`config.mk`:
```
export PLATFORM = sky130hd
export DESIGN_NAME = slfs_regs
export DESIGN_NICKNAME = d
export VERILOG_FILES = /design/src/sv/slfs_pkg.sv /design/src/sv/slfs_regs.sv
export SDC_FILE = /design/constraint.sdc
export NUM_CORES = 1
export LEC_CHECK = 0
export BUFFER_PORTS_ARGS = -buffer_cell sky130_fd_sc_hd__clkbuf_2
export CORE_ASPECT_RATIO = 0.8
export CORE_MARGIN = 5
export CORE_UTILIZATION = 37
export CTS_CLUSTER_SIZE = 30
export DETAILED_ROUTE_END_ITERATION = 8
export PLACE_DENSITY_LB_ADDON = 0.05
export SLEW_MARGIN = 25
export SYNTH_ARGS = -nofsm -noshare
export SYNTH_HDL_FRONTEND = slang
export SYNTH_SLANG_ARGS = --single-unit
```
`constraint.sdc`:
```
create_clock -name clk -period 2.4 [get_ports clk]
set_input_delay 0.48 -clock clk [delete_from_list [all_inputs] [get_ports clk]]
set_output_delay 0.48 -clock clk [all_outputs]
set_load 0.005 [all_outputs]
```
`src/sv/slfs_pkg.sv`:
```
// Shared types, codes and helpers for the serpentine LED frame streamer.
package slfs_pkg;

  localparam int KIND_W   = 3;
  localparam int ROW_W    = 3;
  localparam int COLUMN_W = 6;
  localparam int CHAN_W   = 8;
  localparam int LED_W    = 9;
  localparam int BRIGHT_W = 8;
  localparam int ACOLS_W  = 7;
  localparam int APB_AW   = 3;
  localparam int APB_DW   = 32;

  localparam logic [KIND_W-1:0] KIND_WRITE = 3'd0;
  localparam logic [KIND_W-1:0] KIND_READ  = 3'd1;
  localparam logic [KIND_W-1:0] KIND_CLEAR = 3'd2;
  localparam logic [KIND_W-1:0] KIND_START = 3'd3;
  localparam logic [KIND_W-1:0] KIND_NEXT  = 3'd4;

  localparam logic REG_BRIGHTNESS     = 1'b0;
  localparam logic REG_ACTIVE_COLUMNS = 1'b1;

  localparam logic [BRIGHT_W-1:0] BRIGHT_RESET = 8'd32;
  localparam logic [ACOLS_W-1:0]  MIN_COLS     = 7'd32;

  typedef struct packed {
    logic take;
    logic sweep;
    logic mul;
    logic load;
  } dp_cmd_t;

  typedef struct packed {
    logic sweep_last;
    logic out_free;
  } dp_status_t;

  // floor(p / 255) for p up to 255*255
  function automatic logic [CHAN_W-1:0] div255(input logic [15:0] p);
    logic [16:0] t;
    t = {1'b0, p} + {9'd0, p[15:8]} + 17'd1;
    return t[15:8];
  endfunction

endpackage

```
`src/sv/slfs_regs.sv`:
```
// APB configuration registers: brightness and active column count.
module slfs_regs #(
  parameter int MAX_COLS = 64
) (
  input  logic                          clk,
  input  logic                          rst,
  input  logic                          psel,
  input  logic                          penable,
  input  logic                          pwrite,
  input  logic [slfs_pkg::APB_AW-1:0]   paddr,
  input  logic [slfs_pkg::APB_DW-1:0]   pwdata,
  output logic [slfs_pkg::APB_DW-1:0]   prdata,
  output logic                          pready,
  output logic [slfs_pkg::BRIGHT_W-1:0] brightness,
  output logic [slfs_pkg::ACOLS_W-1:0]  active_columns
);
  import slfs_pkg::*;

  logic                wr_en;
  logic                reg_sel;
  logic [ACOLS_W-1:0]  cols_raw;
  logic [ACOLS_W-1:0]  cols_clamped;

  assign pready  = 1'b1;
  assign wr_en   = psel && penable && pwrite;
  assign reg_sel = paddr[2];
  assign cols_raw = pwdata[ACOLS_W-1:0];

  always_comb begin
    cols_clamped = cols_raw;
    if (cols_raw < MIN_COLS) begin
      cols_clamped = MIN_COLS;
    end else if (32'(cols_raw) > MAX_COLS) begin
      cols_clamped = ACOLS_W'(MAX_COLS);
    end
  end

  always_ff @(posedge clk) begin
    if (rst) begin
      brightness     <= BRIGHT_RESET;
      active_columns <= MIN_COLS;
    end else if (wr_en) begin
      unique case (reg_sel)
        REG_BRIGHTNESS:     brightness <= pwdata[BRIGHT_W-1:0];
        REG_ACTIVE_COLUMNS: active_columns <= cols_clamped;
        default: ;
      endcase
    end
  end

  always_comb begin
    unique case (reg_sel)
      REG_BRIGHTNESS:     prdata = {{(APB_DW-BRIGHT_W){1'b0}}, brightness};
      REG_ACTIVE_COLUMNS: prdata = {{(APB_DW-ACOLS_W){1'b0}}, active_columns};
      default:            prdata = '0;
    endcase
  end

endmodule

```
==> metrics.csv, run 1 <==
stage;metric;value;unit
hold_path;hp-class;input pin to flip-flop;
placement;dp_hpwl;1.532;mm
timing;fin_crit_sh;0.7079;
placement;gp_congestion;0.6652;
synthesis;yosys.area.top_type_share;0.3483;
pwr;swShare;0.2495;
floorplan;num_io_pins;88;
drt;routedWlPerCell;12.03;µm
floorplan;num_rows;15;
drt;vias_per_cell;4.451;
timing;setup_viol;0;
clock_tree;holdBufCountCts;0;
drt;dr.pass1.iters;4;
flow_run;maxCapViolCount;0;
worst_setup_path;critical_path_class;input pin to primary output;
clock_tree;h-tree-depth;1;
floorplan;die_w;63.97;µm
cells_and_area;fin_nets;178;
worst_setup_path;crit_path_max_fanout;12;
timing;final-max-slew-violation-count;0;
synthesis;synth-seq-area-share;0.3483;
floorplan;die_area;3401;µm²
drt;drt_iter0_drc;20;
worst_setup_path;start_kind;input pin;
drt;drtAntennaViolNets;0;
worst_setup_path;cp.arrival;1220;ps
pwr;seq_power_share;0.567;
synthesis;ys_types;19;
cells_and_area;stdcell_area;982.2;µm²
pwr;p_clk_frac;0.304;
pwr;switchingPower;0.1127;mW
clock_tree;cts_tree;built;
clock_tree;path_clk_slew;80;ps
worst_setup_path;crit_top_cell;clkbuf_2;
synthesis;synth_warnings;0;
pwr;power_density;459.7;nW/µm²
synthesis;synth_area_leaders;dfxtp_1 35%, buf_4 23%, nand2_1 9.6%, mux2_1 9.1%, a21oi_1 7.0%;
placement;dpl_cell_area;955.9;µm²
worst_setup_path;cp-end-kind;primary output;
synthesis;syn_inst;102;
worst_setup_path;critPathBufInv;2;
drt;drc_errors;0;
synthesis;synth-main-ff-cell;dfxtp_1;
timing;finalHoldViolCount;0;
grt;antenna_found_initial;0;
synthesis;synth_area;862.1;µm²
cells_and_area;drive_gt1_frac;0.2993;
synthesis;ys_ff_latch;15;
timing;rsz0062_at_grt;no;
grt;grt_pass1_wl;2.973;mm
grt;grt_usage;0.1170;
cells_and_area;area_growth;13.93;%
floorplan;coreArea;2196;µm²
worst_setup_path;cpPeakStageDelay;350;ps
pwr;p_int;0.3389;mW
clock_tree;cts_sinks;15;
floorplan;start_util;0.3926;
timing;hold_slack;418.9;ps
clock_tree;cts_made_buffers;3;
worst_setup_path;cpMaxStageDelayCell;mux2_1;
timing;fin_tns_setup;0;ps
synthesis;avgSynthCellArea;8.452;µm²
cells_and_area;multi_input_area;444.2;µm²
timing;fmax;588.6;MHz
cells_and_area;regArea;300.3;µm²
status;run_status;finished, final reports clean;
pwr;p_comb_frac;0.129;
cells_and_area;fillerInstances;237;
floorplan;die_h;53.18;µm
drt;routed_wl;1.949;mm
clock_tree;cts_buffer_depth;2;
placement;portBuffers;36;
clock_tree;ctsResizeCount;0;
grt;grt_overflow;0;
timing;min_period;1699;ps
cells_and_area;n_antenna_cell;0;
synthesis;synth_top_area_cell;dfxtp_1;
clock_tree;clk_latency;270;ps
pwr;ir_drop;0.3546;mV
worst_setup_path;path_delay_family;buffers and inverters;
pwr;leakagePower;0.4886;nW
grt;grt_max_degree;17;
synthesis;synth-edff-count;0;
timing;clock_skew;0;ps
clock_tree;cts-root-buf;clkbuf_4;
clock_tree;post_cts_buffers;0;
worst_setup_path;crit_chain;clkbuf_2 -> mux2_1 -> clkbuf_2;
synthesis;async_reset_ff_frac;0;
drt;vias;721;
grt;grt_pass1_vias;657;
worst_setup_path;worstPathRequired;1920;ps
-- power by group through the flow --
stage	logic (mW)	clock network (mW)	registers, mW
after floorplan	0.0596	0	0.262
after global placement	0.0570	0	0.262
after detailed placement	0.0572	0	0.262
after CTS	0.0575	0.144	0.256
after global routing	0.0661	0.155	0.257
final	0.0582	0.137	0.256
-- placed cells by master, fill, tap and decap left out, drive strengths merged --
master   synthesis  routed
clkbuf           1      40
nor2b            2       2
and4b            1       1
mux2             7       7
o21ai            1       1
nand3            4       4
nand2           22      22
nand4bb          1       1
a21oi           12      12
dfxtp           15      15
conb             2      25
nand2b           1       1
nand3b           2       2
and4             1       1
a21o             1       1
nand4            1       1
nand4b           1       1
-- flip-flops by register name, summed over array words and instances, names as in the netlist --
name,flops
brightness,8
active_columns,7
-- area by class of cell --
type                            instances  share of cell area
Clock buffer                            4             0.02675
Multi-Input combinational cell         82              0.4522
Sequential cell                        15              0.3057
Tap cell                               25             0.03185
Timing Repair Buffer                   36              0.1834
-- routing by layer --
metal  wire [µm]  vias up  track usage
met2         903       37       0.2023
li1            -      362            -
met5           0        -            0
met1         813      320       0.1264
met4           9        0      0.03114
met3         223        2      0.05945
-- synth_stat cells (all sizes together), types with 2 or more instances --
master   n
mux2     7
buf     27
nand3    4
conb     2
nand3b   2
nor2b    2
a21oi   12
dfxtp   15
nand2   22
-- cells by family (layout without fill, tap and decap cells) --
family,count (synthesis),after routing,share of synthesized area
buffers and inverters,28,40,0.2366
DFF,15,15,0.3483
other,2,25,0.008712
and+or+nand+nor,36,36,0.2308
muxes,7,7,0.09144
AOI/OAI and AO/OA,14,14,0.08418
-- worst register-to-register path, cell delays in order (launching register included) --
cell and delay (ps):
dfxtp_1 320, nand2b_1 130, a21o_1 180
-- per-stage QoR --
| stage | cells | worst slack (ps) | util | power (mW) |
|---|---|---|---|---|
| final | 162 | 701.1 | 0.4473 | 0.4515 |
| after global routing | 162 | 645.1 | 0.4473 | 0.4776 |
| after CTS | 162 | 676.4 | 0.4473 | 0.4570 |
| after detailed placement | 158 | 675.4 | 0.4353 | 0.3191 |
| after global placement | 158 | 690.8 | 0.4353 | 0.3187 |
| after floorplan | 125 | 964.4 | - | 0.3214 |
-- worst paths after layout --
path,start,endpoint,slack (ps),cells after the start
max,paddr[2],prdata[4],700,3
min,pwdata[7],brightness[7]$_SDFFE_PP0P_,420,3
max reg2reg,active_columns[5]$_SDFFE_PP1P_,active_columns[5]$_SDFFE_PP1P_,1670,2
min reg2reg,brightness[3]$_SDFFE_PP0P_,brightness[3]$_SDFFE_PP0P_,470,2
Note: power is estimated with default switching activity, not from simulation.
==> run 2: changes to the inputs <==
- CORE_UTILIZATION: 37 -> 35
- clock period: 2.4 -> 1.7 ns (I/O delays scaled with it)
==> metrics.csv, run 2 (synthesis results as in run 1) <==
stage;metric;value;unit;change
clock_tree;ctsResizeCount;0;;unchanged
cells_and_area;area_growth;15.09;%;
drt;dr.pass1.iters;4;;unchanged
worst_setup_path;cp-startpoint;paddr[2];;
clock_tree;cts-root-buf;clkbuf_4;;
drt;drc_errors;0;;unchanged
timing;fmax;706.5;MHz;
timing;fin_crit_sh;0.8326;;
cells_and_area;regMostFlops;brightness;;
timing;rsz0062_at_grt;no;;
pwr;leakagePower;0.4929;nW;+0.87%
timing;final-max-slew-violation-count;0;;unchanged
status;run_status;finished, final reports clean;;
floorplan;coreArea;2402;µm²;+9.4%
pwr;p_int;0.4793;mW;+41%
clock_tree;cts_sinks;15;;unchanged
placement;portBuffers;36;;unchanged
clock_tree;cts_made_buffers;3;;unchanged
grt;grt_overflow;0;;unchanged
pwr;ir_drop;0.3839;mV;+8.3%
cells_and_area;fin_nets;179;;+0.56%
placement;post-place-ws;262.3;ps;-413.1 ps
floorplan;die_area;3562;µm²;+4.7%
drt;vias_per_cell;4.255;;-4.4%
clock_tree;clk_latency;280;ps;about the same
clock_tree;h-tree-depth;1;;unchanged
drt;routed_wl;1.990;mm;+2.1%
worst_setup_path;cp-end-kind;primary output;;
flow_run;maxCapViolCount;0;;unchanged
worst_setup_path;worstPathRequired;1360;ps;-560 ps
drt;drtAntennaViolNets;0;;unchanged
placement;dp_hpwl;1.552;mm;+1.3%
timing;clock_skew;0;ps;unchanged
cells_and_area;n_antenna_cell;0;;unchanged
timing;fin_tns_setup;0;ps;unchanged
clock_tree;cts_tree;built;;
worst_setup_path;r2r_start;active_columns[5]$_SDFFE_PP1P_;;
grt;grt_max_degree;17;;unchanged
timing;min_period;1415;ps;
timing;fin_ws;284.5;ps;-416.6 ps
floorplan;start_util;0.3589;;-0.03374
worst_setup_path;cp.arrival;1080;ps;-140 ps
cells_and_area;most-common-layout-cells;36 x clkbuf_2, 25 x conb_1, 22 x nand2_1;;
floorplan;num_io_pins;88;;unchanged
grt;grt_usage;0.1177;;+0.0007478
hold_path;worstHoldStart;pwdata[7];;
grt;grt_pass1_wl;3.105;mm;+4.4%
clock_tree;path_clk_slew;90;ps;about the same
placement;gp_congestion;0.7660;;+15%
floorplan;die_h;54.39;µm;+2.3%
cells_and_area;layout_commonest_cell;clkbuf_2;;
floorplan;die_w;65.49;µm;+2.4%
grt;grt_pass1_vias;644;;-2.0%
drt;vias;702;;-2.6%
drt;routedWlPerCell;12.06;µm;+0.25%
drt;drt_iter0_drc;18;;-10%
pwr;p_clk_frac;0.316;;+0.012
pwr;switchingPower;0.1703;mW;+51%
clock_tree;post_cts_buffers;0;;unchanged
floorplan;num_rows;16;;+1
pwr;power_density;654.7;nW/µm²;+42%
cells_and_area;top_regs;brightness: 8 flops, active_columns: 7 flops;;
pwr;seq_power_share;0.556;;-0.011
worst_setup_path;crit_path_max_fanout;12;;unchanged
timing;finalHoldViolCount;0;;unchanged
cells_and_area;largest_reg_flops;8;;unchanged
clock_tree;holdBufCountCts;0;;unchanged
pwr;p_comb_frac;0.127;;-0.002
hold_path;hp-class;input pin to flip-flop;;
timing;setup_viol;0;;unchanged
cells_and_area;drive_gt1_frac;0.3043;;+0.005078
pwr;swShare;0.2621;;+0.01259
grt;antenna_found_initial;0;;unchanged
worst_setup_path;critical_path_class;input pin to primary output;;
worst_setup_path;start_kind;input pin;;
clock_tree;cts_buffer_depth;2;;unchanged
run 2: cell types whose count changed in the layout (fill, tap and decap cells not counted), sizes merged:
| cell | before | now |
|---|---|---|
| buf | 0 | 1 |
run 2: layout make-up:
cell class,count,area [µm²]
Clock buffer,4,26.28
Sequential cell,15,300.3
Fill cell,268,1410
Timing Repair Buffer,37,187.7
Multi-Input combinational cell,82,444.2
Tap cell,27,33.78
run 2: stage by stage:
stage          total power [mW]    util  std cells  cell area, µm²  hold WS, ps
5_1_grt                  0.6918  0.4130        165           992.2        287.1
3_3_place_gp             0.4516  0.4021        161           965.9        451.3
2_1_floorplan            0.4538       -        125           948.4        409.1
4_1_cts                  0.6600  0.4130        165           992.2        268.3
3_5_place_dp             0.4521  0.4021        161           965.9        454.8
6_report                 0.6496  0.4130        165           992.2        276.2
run 2: power groups by stage:
stage / Sequential [mW] / Combinational, mW / Clock (mW)
floorplan: 0.370 / 0.0841 / 0
global placement: 0.370 / 0.0821 / 0
detailed placement: 0.370 / 0.0824 / 0
CTS: 0.362 / 0.0828 / 0.216
global route: 0.363 / 0.0955 / 0.234
finish: 0.361 / 0.0827 / 0.206
run 2: worst paths after layout:
| kind | slack, ps | to | depth (start not counted) |
|---|---|---|---|
| setup / recovery | 280 | prdata[3] | 3 |
| hold reg to reg | 460 | brightness[7]$_SDFFE_PP0P_ | 2 |
| setup reg to reg | 980 | active_columns[5]$_SDFFE_PP1P_ | 2 |
| hold / removal | 280 | brightness[7]$_SDFFE_PP0P_ | 3 |
run 2: layer usage:
| layer | up-vias | wire (µm) | GRT usage |
|---|---|---|---|
| met3 | 0 | 230 | 0.05955 |
| met5 | - | 0 | 0 |
| li1 | 364 | - | - |
| met4 | 0 | 0 | 0.01034 |
| met2 | 34 | 890 | 0.1882 |
| met1 | 304 | 869 | 0.1485 |
run 2: worst max-delay path, stage by stage:
cell	delay [ps]
clkbuf_2	260
mux2_1	360
clkbuf_2	110
