==> src/sv/slfs_pkg.sv <==
// Shared types, codes and helpers for the serpentine LED frame streamer.
package slfs_pkg;

  localparam int KIND_W   = 3;
  localparam int ROW_W    = 3;
  localparam int COLUMN_W = 6;
  localparam int CHAN_W   = 8;
  localparam int LED_W    = 9;
  localparam int BRIGHT_W = 8;
  localparam int ACOLS_W  = 7;
  localparam int APB_AW   = 3;
  localparam int APB_DW   = 32;

  localparam logic [KIND_W-1:0] KIND_WRITE = 3'd0;
  localparam logic [KIND_W-1:0] KIND_READ  = 3'd1;
  localparam logic [KIND_W-1:0] KIND_CLEAR = 3'd2;
  localparam logic [KIND_W-1:0] KIND_START = 3'd3;
  localparam logic [KIND_W-1:0] KIND_NEXT  = 3'd4;

  localparam logic REG_BRIGHTNESS     = 1'b0;
  localparam logic REG_ACTIVE_COLUMNS = 1'b1;

  localparam logic [BRIGHT_W-1:0] BRIGHT_RESET = 8'd32;
  localparam logic [ACOLS_W-1:0]  MIN_COLS     = 7'd32;

  typedef struct packed {
    logic take;
    logic sweep;
    logic mul;
    logic load;
  } dp_cmd_t;

  typedef struct packed {
    logic sweep_last;
    logic out_free;
  } dp_status_t;

  // floor(p / 255) for p up to 255*255
  function automatic logic [CHAN_W-1:0] div255(input logic [15:0] p);
    logic [16:0] t;
    t = {1'b0, p} + {9'd0, p[15:8]} + 17'd1;
    return t[15:8];
  endfunction

endpackage

==> src/sv/slfs_ctrl.sv <==
// Controller: intake, store clearing sweep and result sequencing.
module slfs_ctrl (
  input  logic                        clk,
  input  logic                        rst,
  input  logic                        req_valid,
  input  logic [slfs_pkg::KIND_W-1:0] req_kind,
  output logic                        req_ready,
  input  slfs_pkg::dp_status_t        st,
  output slfs_pkg::dp_cmd_t           cmd
);
  import slfs_pkg::*;

  localparam logic [1:0] ST_CLEAR = 2'd0;
  localparam logic [1:0] ST_IDLE  = 2'd1;
  localparam logic [1:0] ST_MUL   = 2'd2;
  localparam logic [1:0] ST_LOAD  = 2'd3;

  logic [1:0] state;
  logic [1:0] state_next;

  always_ff @(posedge clk) begin
    if (rst) begin
      state <= ST_CLEAR;
    end else begin
      state <= state_next;
    end
  end

  always_comb begin
    state_next = state;
    req_ready  = 1'b0;
    cmd        = '0;
    unique case (state)
      ST_CLEAR: begin
        cmd.sweep = 1'b1;
        if (st.sweep_last) begin
          state_next = ST_IDLE;
        end
      end
      ST_IDLE: begin
        req_ready = 1'b1;
        cmd.take  = req_valid;
        if (req_valid) begin
          case (req_kind) inside
            KIND_READ, KIND_NEXT: state_next = ST_MUL;
            KIND_CLEAR:           state_next = ST_CLEAR;
            default:              state_next = ST_IDLE;
          endcase
        end
      end
      ST_MUL: begin
        cmd.mul    = 1'b1;
        state_next = ST_LOAD;
      end
      ST_LOAD: begin
        if (st.out_free) begin
          cmd.load   = 1'b1;
          state_next = ST_IDLE;
        end
      end
      default: state_next = ST_CLEAR;
    endcase
  end

endmodule

==> config.mk <==
export PLATFORM = sky130hd
export DESIGN_NAME = slfs_ctrl
export DESIGN_NICKNAME = d
export VERILOG_FILES = /design/src/sv/slfs_pkg.sv /design/src/sv/slfs_ctrl.sv
export SDC_FILE = /design/constraint.sdc
export NUM_CORES = 1
export LEC_CHECK = 0
export BUFFER_PORTS_ARGS = -buffer_cell sky130_fd_sc_hd__buf_4
export CELL_PAD_IN_SITES_DETAIL_PLACEMENT = 1
export CELL_PAD_IN_SITES_GLOBAL_PLACEMENT = 1
export CORE_AREA = 4 4 41 43
export CTS_CLUSTER_DIAMETER = 80
export DETAILED_ROUTE_END_ITERATION = 10
export DIE_AREA = 0 0 45 47
export PLACE_DENSITY_LB_ADDON = 0.1
export SYNTH_ARGS = -nofsm -noshare
export SYNTH_HDL_FRONTEND = slang
export SYNTH_SLANG_ARGS = --single-unit
==> constraint.sdc <==
create_clock -name clk -period 1.9 [get_ports clk]
set_input_delay 0.38 -clock clk [delete_from_list [all_inputs] [get_ports clk]]
set_output_delay 0.38 -clock clk [all_outputs]
set_load 0.1 [all_outputs]
==> run summary, run 1 <==
status: completed
clk buf depth: 2
pin count of the biggest net entering global routing: 6
Lkg Pwr: 0.000174 µW
biggest regs: state (2)
Crit path arrival time: 1.32 ns
Synth area leader: ha_1
Area Growth Syn to Fin: 54.5%
max FFs per register: 2
Crit path required time: 1.52 ns
final number of setup-violating endpoints: 0
reg2reg end: state[0]
Hold Crit Class: in -> reg
Largest stage delay, worst path: 0.32 ns
Worst-Margin Slew: 0.279 ns
hold_buf cts: 0
Biggest register: state
most common cell in the netlist: ha_1
post-cts sizing count: 0
period utilisation layout: 89.6%
postcts setup bufs: 0
final critical-path required period: 1.70 ns
Hold Slack: 0.348 ns
Clock Skew: 0.000808 ns
# diodes: 0
area of the multi-input gates: 200 µm²
syn_nets: 38
R2R depth: 5
setup TNS: 0 ns
RD Place Congestion: 0.649
H-Tree Level Count: 1
Starting Density: 19.0%
first-pass GRT wire length: 1050 µm
ranking of synthesized cells by area: ha_1 20%, dfxtp_1 16%, nand2b_1 7.6%, o32ai_2 6.6%, a311oi_2 6.1%
slowest CP cell: dfxtp_1
Main synth FF type: dfxtp_1
vias per cell: 4.13
Crit. End Element: primary output
critical path fanouts, max: 5
Pwr Total: 307 µW
drt wl/cell: 10.6 µm
PwrDens: 801 mW/mm²
Worst-path clk slew: 0.03 ns
post-synthesis sequential area ratio: 16.2%
total global-route track usage: 6.86%
Port Buf Inserts: 12
Synth Instances: 26
Die W: 45 µm
Cell Rows: 13
FMAX: 587 MHz
Ys Warns: 0
crit path capture: cmd[3]
Clock Sink Count: 2
maximum capacitance violations: 0
via count: 231
crit start category: flip-flop
Synth cell types: 16
1st-pass router iterations: 2
number of CTS-inserted buffers: 3
R2R Setup Slk: 0.62 ns
mapped cell area: 248 µm²
global route overflow: 0
Slew headroom: 81.5%
CTS tree: built
final WL: 595 µm
number of antenna violations at the first check in global routing: 0
Max IR drop VDD: 0.260 mV
die area: 0.00212 mm²
Ports: 13
dpl hpwl: 515 µm
Hold Fails Final Rpt: 0
FF-to-FF Start: state[1]
vias in the first global route: 262
FFs w/ async S/R, synth: 0%
CP Class: reg -> out
most frequent cells after synthesis: 4 x ha_1, 3 x inv_1, 3 x nand2b_1
drt drc: 0
share of post-route cells with drive strength above 1: 51.2%
CTS Root Cell: clkbuf_4
Fillers: 169
nets@finish: 55
Yosys top cell area share: 20.2%
RSZ-0062 raised after global routing: no
FF/Latch Area: 40.0 µm²
Post-Syn Area per Cell: 9.53 µm²
Initial DRC Count: 3
Worst-Skew Late Latency: 0.22 ns
Die Y: 47 µm
Crit. Startpoint: state[1]
Post-synth EDFFs: 0
Max Transition Viols Final: 0
core area: 0.00130 mm²
critical path, cell by cell: inv_1 > ha_2 > and2_4 > buf_4
Detail Route Antenna Nets: 0
Seq cells post-synth: 2
==> how the worst min path moves through the flow <==
stage | from | endpoint | slack [ns] | cells past startpoint
6_report | rst | state[0] | 0.35 | 2
5_1_grt | rst | state[0] | 0.34 | 2
4_1_cts | rst | state[0] | 0.34 | 2
3_5_place_dp | rst | state[0] | 0.57 | 2
3_3_place_gp | rst | state[0] | 0.58 | 2
2_1_floorplan | rst | state[0] | 0.45 | 1
==> cell type report <==
cell class	count	share of cell area, %
Timing Repair Buffer	12	23.5
Inverter	3	2.94
Tap cell	15	4.90
Multi-Input combinational cell	21	52.3
Clock buffer	3	5.88
Sequential cell	2	10.5
==> worst max-delay path, delay by kind of cell (launching register included) <==
| kind | cells | cell delay [ns] |
|---|---|---|
| adders and majority gates | 1 | 0.25 |
| buffers and inverters | 2 | 0.38 |
| DFF | 1 | 0.32 |
| and+or+nand+nor | 1 | 0.15 |
==> cells in the final DEF (no fill, tap or decap), drive strengths merged <==
| cell | instances |
|---|---|
| xor2 | 1 |
| buf | 12 |
| o32ai | 1 |
| a31oi | 2 |
| o221ai | 1 |
| nor2b | 2 |
| ha | 4 |
| a311oi | 1 |
| inv | 3 |
| and2 | 2 |
| clkbuf | 3 |
| and3 | 1 |
| dfxtp | 2 |
| nand4 | 1 |
| xnor2 | 1 |
| nand2b | 4 |
==> stage by stage <==
stage | util (%) | setup WS, ns | instances | instance area (µm²)
floorplan | - | 0.0122 | 26 | 251
global placement | 27.7 | 0.428 | 53 | 360
detailed placement | 27.7 | 0.431 | 53 | 360
CTS | 29.4 | 0.184 | 56 | 383
global route | 29.4 | 0.0975 | 56 | 383
finish | 29.4 | 0.197 | 56 | 383
==> layer usage <==
| layer | share of wire, % | track usage [%] |
|---|---|---|
| met5 | 0 | 0 |
| met4 | 0 | 3.51 |
| met3 | 7.7 | 2.68 |
| met2 | 43 | 10.5 |
| met1 | 49 | 8.37 |
==> cells by family after synthesis <==
| family | share of synthesized area [%] |
|---|---|
| AND/OR/NAND/NOR | 30.8 |
| AO/OA/AOI/OAI | 21.2 |
| adder cells (fa/ha/maj) | 20.2 |
| buffers and inverters | 4.55 |
| XOR/XNOR | 7.07 |
| flip-flops | 16.2 |
==> power by group <==
group          switching, µW  internal [µW]  total [µW]  leakage (µW)
combinational            110           53.0         163      0.000143
sequential              4.65           46.4        51.0     0.0000164
clock                   22.5           69.6        92.0     0.0000138
Note: power is estimated with default switching activity, not from simulation.
==> inputs of run 2 (changes only) <==
- ABC_AREA: default -> 0
- RECOVER_POWER: default -> 100
- clock period: 1.9 -> 1.4 ns (I/O delays scaled with it)
==> run 2 against run 1 <==
Clock skew is 0.0071 ns higher; design area is 36% higher; sequential power is 50% higher; routed wire length is 44% higher; global-route usage is 2.5 points higher; largest cell class unchanged.
==> run summary, run 2 (synthesis gave the netlist of run 1 again) <==
RD Place Congestion: 0.733 (+13%)
final critical-path required period: 1.39 ns
met1 WL: 294 µm (+0.34%)
Max IR drop VDD: 0.328 mV (+26%)
Max Transition Viols Final: 0 (unchanged)
total global-route track usage: 9.38% (+2.5 points)
cell area after layout: 519 µm² (+36%)
Slew headroom: 81.7% (+0.17 points)
dpl hpwl: 599 µm (+16%)
cell area after placement: 404 µm² (+12%)
critical path, cell by cell: inv_4 > ha_4 > and2_4 > buf_12
number of antenna violations at the first check in global routing: 0 (unchanged)
max FFs per register: 2 (unchanged)
crit start category: flip-flop
DP Cell Count: 54 (+1.9%)
RSZ-0062 raised after global routing: yes
Crit path arrival time: 1.11 ns (-0.21 ns)
reg2reg end: state[0]
status: completed
critical path fanouts, max: 4 (-1)
commonest non-fill, non-tap cell in the layout: buf_4
Hold Crit Class: in -> reg
Worst-Skew Late Latency: 0.23 ns (about the same)
met2 wire length: 531 µm (+110%)
Crit. End Element: primary output
1st-pass router iterations: 2 (unchanged)
Ports: 13 (unchanged)
number of CTS-inserted buffers: 3 (unchanged)
first-pass GRT wire length: 1350 µm (+28%)
worst slack, placed: 0.0406 ns (-0.390 ns)
vias in the first global route: 323 (+23%)
final cell count without fillers: 62 (+11%)
Largest stage delay, worst path: 0.35 ns (+0.03 ns)
Port Buf Inserts: 12 (unchanged)
biggest regs: state (2)
R2R Setup Slk: 0.12 ns (-0.50 ns)
Initial DRC Count: 1 (-2)
Die W: 45 µm (unchanged)
Die Y: 47 µm (unchanged)
Area Growth Syn to Fin: 110%
Clock Skew: 0.00791 ns (+0.00710 ns)
final number of setup-violating endpoints: 0 (unchanged)
share of post-route cells with drive strength above 1: 72.3% (+21 points)
core area: 0.00130 mm² (unchanged)
Crit path required time: 1.12 ns (-0.40 ns)
met3 wire len: 31 µm (-33%)
global route overflow: 0 (unchanged)
R2R depth: 6 (+1)
commonest cells after routing, fill and taps aside: 14 x buf_4, 4 x ha_4, 3 x nand2b_1, 3 x clkbuf_4
CTS Root Cell: clkbuf_4
Hold Path Depth: 2 (unchanged)
Hold Crit Start: rst
Clock Sink Count: 2 (unchanged)
Cell Rows: 13 (unchanged)
PwrDens: 912 mW/mm² (+14%)
die area: 0.00212 mm² (unchanged)
Worst-Margin Slew: 0.274 ns (-0.00483 ns)
period utilisation layout: 99.0%
nets@finish: 61 (+11%)
drt wl/cell: 13.8 µm (+30%)
drt drc: 0 (unchanged)
# diodes: 0 (unchanged)
CTS tree: built
Biggest register: state
FF-to-FF Start: state[1]
uppermost layer routed: met3
Final Worst Setup Slack: 0.0141 ns (-0.183 ns)
clk buf depth: 2 (unchanged)
via count: 270 (+17%)
Worst-path clk slew: 0.04 ns (about the same)
final WL: 857 µm (+44%)
vias per cell: 4.35 (+5.6%)
Hold Fails Final Rpt: 0 (unchanged)
Fillers: 160 (-5.3%)
FMAX: 722 MHz
CP Class: reg -> out
Min-Delay Endpoint: state[0]
slowest CP cell: dfxtp_4
maximum capacitance violations: 0 (unchanged)
pin count of the biggest net entering global routing: 5 (-1)
Pwr Total: 474 µW (+55%)
Detail Route Antenna Nets: 0 (unchanged)
H-Tree Level Count: 1 (unchanged)
Starting Density: 19.0% (unchanged)
Lkg Pwr: 0.000216 µW (+24%)
==> run 2: cell count changes in the layout (fill, tap and decap cells not counted), moves of 2 or more <==
cell | previous run | this run
ha_4 | 0 | 4
buf_4 | 12 | 14
dfxtp_1 | 2 | 0
ha_1 | 3 | 0
dfxtp_4 | 0 | 2
inv_1 | 3 | 1
buf_12 | 0 | 2
==> run 2: routing by layer <==
metal	track usage [%]	up-vias
li1	-	136
met1	7.22	128
met2	20.3	6
met3	3.45	0
met4	3.51	0
met5	0	-
==> run 2: layout make-up <==
cell class,instances,area (µm²),area share [%]
Multi-Input combinational cell,21,245,47.2
Inverter,3,13.8,2.65
Clock buffer,3,22.5,4.34
Tap cell,15,18.8,3.61
Sequential cell,2,47.5,9.16
Timing Repair Buffer,18,171,33.0
==> run 2: worst max path at each step <==
stage | from | to | slack, ns | depth (start not counted)
6_report | state[1] | cmd[3] | 0.01 | 4
2_1_floorplan | state[1] | cmd[3] | -0.07 | 3
5_1_grt | state[1] | cmd[3] | -0.02 | 4
3_3_place_gp | state[0] | cmd[0] | 0.04 | 3
4_1_cts | state[1] | cmd[3] | -0.0002 | 4
3_5_place_dp | state[0] | cmd[0] | 0.04 | 3
==> run 2: power breakdown <==
part / switching (µW) / internal (µW)
Clock: 38.0 / 95.1
Combinational: 162 / 102
Sequential: 13.4 / 63.3
==> run 2: worst max-delay path, delay by kind of cell, from the launching register on <==
kind,cells,cell delay [ns]
DFF,1,0.35
adders and majority gates,1,0.14
buffers and inverters,2,0.24
and+or+nand+nor,1,0.14
==> run 2: per-stage QoR <==
stage / hold WS, ns / setup TNS [ns] / utilization, %
after floorplan: 0.348 / -0.113 / -
after global placement: 0.477 / 0 / 31.1
after detailed placement: 0.478 / 0 / 31.1
after CTS: 0.230 / -0.000191 / 39.1
after global routing: 0.234 / -0.0244 / 39.9
final: 0.231 / 0 / 39.9
==> run 2: repair_timing <==
item | CTS | global route
setup endpoints to repair | 5 | 2
resized for setup | 18 | 0
setup buffers | 3 | 2
hold buffers | 0 | 0
pin swaps | 1 | 1
==> inputs of run 3 (changes only) <==
- ABC_AREA: 0 -> 1
==> run 3 against run 2 <==
Count of clock-buffer cells in the layout did not move; clock skew shrank 0.0060 ns; synthesized cell count increased by 46%; routed wire length fell by 20%; sequential share of layout area increased by 0.44 points; combinational power down 2%; die area is the same; maximum frequency decreased by 0.11%; total power fell by 4.7%; clock power decreased by 7%; synthesized area shrank 6.1%; core utilization is 3.8 points lower; critical endpoint unchanged.
==> run summary, run 3 <==
final critical-path required period: 1.39 ns (+0.00155 ns)
Initial DRC Count: 0 (-1)
pin count of the biggest net entering global routing: 5 (unchanged)
Stages on worst setup path: 5 (+1)
Hold Crit Class: in -> reg
Port Buf Inserts: 12 (unchanged)
critical path fanouts, max: 4 (unchanged)
post-synthesis sequential area ratio: 17.2% (+1.0 points)
Post-Syn Area per Cell: 6.12 µm² (-36%)
Area Growth Syn to Fin: 102%
Max IR drop VDD: 0.328 mV (-0.25%)
PwrDens: 962 mW/mm² (+5.4%)
biggest regs: state (2)
commonest cells after routing, fill and taps aside: 9 x inv_1, 9 x buf_4, 8 x nand2_1
total global-route track usage: 7.49% (-1.9 points)
Cell Rows: 13 (unchanged)
period utilisation layout: 99.1% (+0.11 points)
1st-pass router iterations: 1 (-1)
global route overflow: 0 (unchanged)
Crit. End Element: primary output
final number of setup-violating endpoints: 0 (unchanged)
hold_buf cts: 0 (unchanged)
ranking of synthesized cells by area: ha_1 22%, inv_1 19%, dfxtp_1 17%, nand2_1 16%, a21oi_1 4.3%
CTS Root Cell: clkbuf_4
most frequent cells after synthesis: 12 x inv_1, 10 x nand2_1, 4 x ha_1
most common cell in the netlist: inv_1
Worst-Skew Late Latency: 0.22 ns (about the same)
clk buf depth: 2 (unchanged)
drt drc: 0 (unchanged)
Seq cells post-synth: 2 (unchanged)
vias in the first global route: 307 (-5.0%)
# diodes: 0 (unchanged)
worst slack, placed: 0.0835 ns (+0.0430 ns)
Hold Slack: 0.216 ns (-0.0157 ns)
CTS tree: built
dpl hpwl: 566 µm (-5.4%)
slowest CP cell: dfxtp_4
maximum capacitance violations: 0 (unchanged)
final WL: 682 µm (-20%)
final cell count without fillers: 70 (+13%)
Die Y: 47 µm (unchanged)
Clock Skew: 0.00196 ns (-0.00595 ns)
RSZ-0062 raised after global routing: yes
Hold Path Depth: 2 (unchanged)
Post-synth EDFFs: 0 (unchanged)
Die W: 45 µm (unchanged)
Worst-Margin Slew: 0.279 ns (+0.00438 ns)
R2R depth: 8 (+2)
H-Tree Level Count: 1 (unchanged)
Starting Density: 17.9% (-1.2 points)
max FFs per register: 2 (unchanged)
die area: 0.00212 mm² (unchanged)
Max Transition Viols Final: 0 (unchanged)
Biggest register: state
Largest stage delay, worst path: 0.35 ns (about the same)
status: completed
core area: 0.00130 mm² (unchanged)
vias per cell: 4.06 (-6.8%)
share of post-route cells with drive strength above 1: 54.5% (-18 points)
Clock Sink Count: 2 (unchanged)
Detail Route Antenna Nets: 0 (unchanged)
Main synth FF type: dfxtp_1
nets@finish: 69 (+13%)
Synth Instances: 38 (+46%)
Ports: 13 (unchanged)
number of antenna violations at the first check in global routing: 0 (unchanged)
Synth cell types: 12 (-4)
Worst-path clk slew: 0.03 ns (about the same)
final design utilization: 36.1% (-3.8 points)
syn_nets: 50 (+32%)
FFs w/ async S/R, synth: 0% (unchanged)
kind of cell adding the most delay to the critical path: flip-flops
FMAX: 721 MHz (-0.11%)
Lkg Pwr: 0.000234 µW (+8.3%)
crit start category: flip-flop
CP Class: reg -> out
Ys Warns: 0 (unchanged)
Yosys top cell area share: 21.5% (+1.3 points)
via count: 284 (+5.2%)
Slew headroom: 81.6% (-0.14 points)
Crit path arrival time: 1.11 ns (about the same)
mapped cell area: 233 µm² (-6.1%)
RD Place Congestion: 0.736 (+0.35%)
DP Cell Count: 65 (+20%)
Hold Fails Final Rpt: 0 (unchanged)
critical path, cell by cell: inv_2 > ha_4 > nand2_4 > clkinvlp_4 > buf_12
Pwr Total: 451 µW (-4.7%)
Final Worst Setup Slack: 0.0125 ns (-0.00155 ns)
Synth area leader: ha_1
Crit path required time: 1.12 ns (about the same)
number of CTS-inserted buffers: 3 (unchanged)
first-pass GRT wire length: 1170 µm (-13%)
drt wl/cell: 9.74 µm (-30%)
number of buffers and inverters on the critical path: 3 (+1)
[run 3: cell count changes after synthesis, moves of 2 or more]
cell	previous run	this run
nand2_1	0	10
inv_1	3	12
nand2b_1	3	0
a21oi_1	0	2
a31oi_1	2	0
nor2_1	0	2
nor2b_1	2	0
[run 3: timing repair]
item	in CTS	in global routing
setup endpoints to repair	4	6
resized for setup	10	7
gates cloned	0	0
buffers inserted	1	1
pin swaps	2	1
[run 3: worst reg2reg max path, stage by stage (launching register included)]
cell and delay (ns):
dfxtp_4 0.35, inv_2 0.05, ha_4 0.17, clkbuf_2 0.13, nand2_1 0.08, nand3_2 0.11, nor2_1 0.13, nand2_1 0.06
a21oi_1 0.11
[run 3: layer usage]
metal	share of wire [%]	vias to the layer above	global-route usage, %
li1	-	149	-
met1	38	128	8.60
met2	56	7	13.6
met3	5.4	0	2.30
met4	0	0	1.75
met5	0	-	0
[run 3: area by class of cell]
type | count | area [µm²]
clock buffer | 3 | 22.5
fill | 167 | 832
inverter | 12 | 52.6
multi-input combinational | 24 | 178
sequential | 2 | 45.0
tap | 15 | 18.8
timing repair buffer | 14 | 153
[run 3: per-stage QoR]
step	TNS [ns]	instance area, µm²
CTS	-0.0491	437
floorplan	-0.136	262
global route	-0.0564	469
detailed placement	0	370
finish	0	469
global placement	0	370
[run 3: path summary, 6_finish.rpt]
path                  from       end  slack [ns]
hold reg to reg   state[1]  state[1]        0.50
hold / removal         rst  state[1]        0.22
setup reg to reg  state[1]  state[1]        0.13
setup / recovery  state[1]    cmd[3]        0.01
[run 3: power breakdown]
group | switching, µW | internal, µW | total [µW]
registers | 6.64 | 62.8 | 69.4
logic | 166 | 92.1 | 258
clock network | 29.7 | 94.3 | 124
total | 202 | 249 | 451
[run 3: cell families after synthesis]
kind of cell	synth area share, %
AND/OR/NAND/NOR	31.2
buffers and inverters	19.4
AO/OA/AOI/OAI	10.8
adder cells (fa/ha/maj)	21.5
flip-flops	17.2
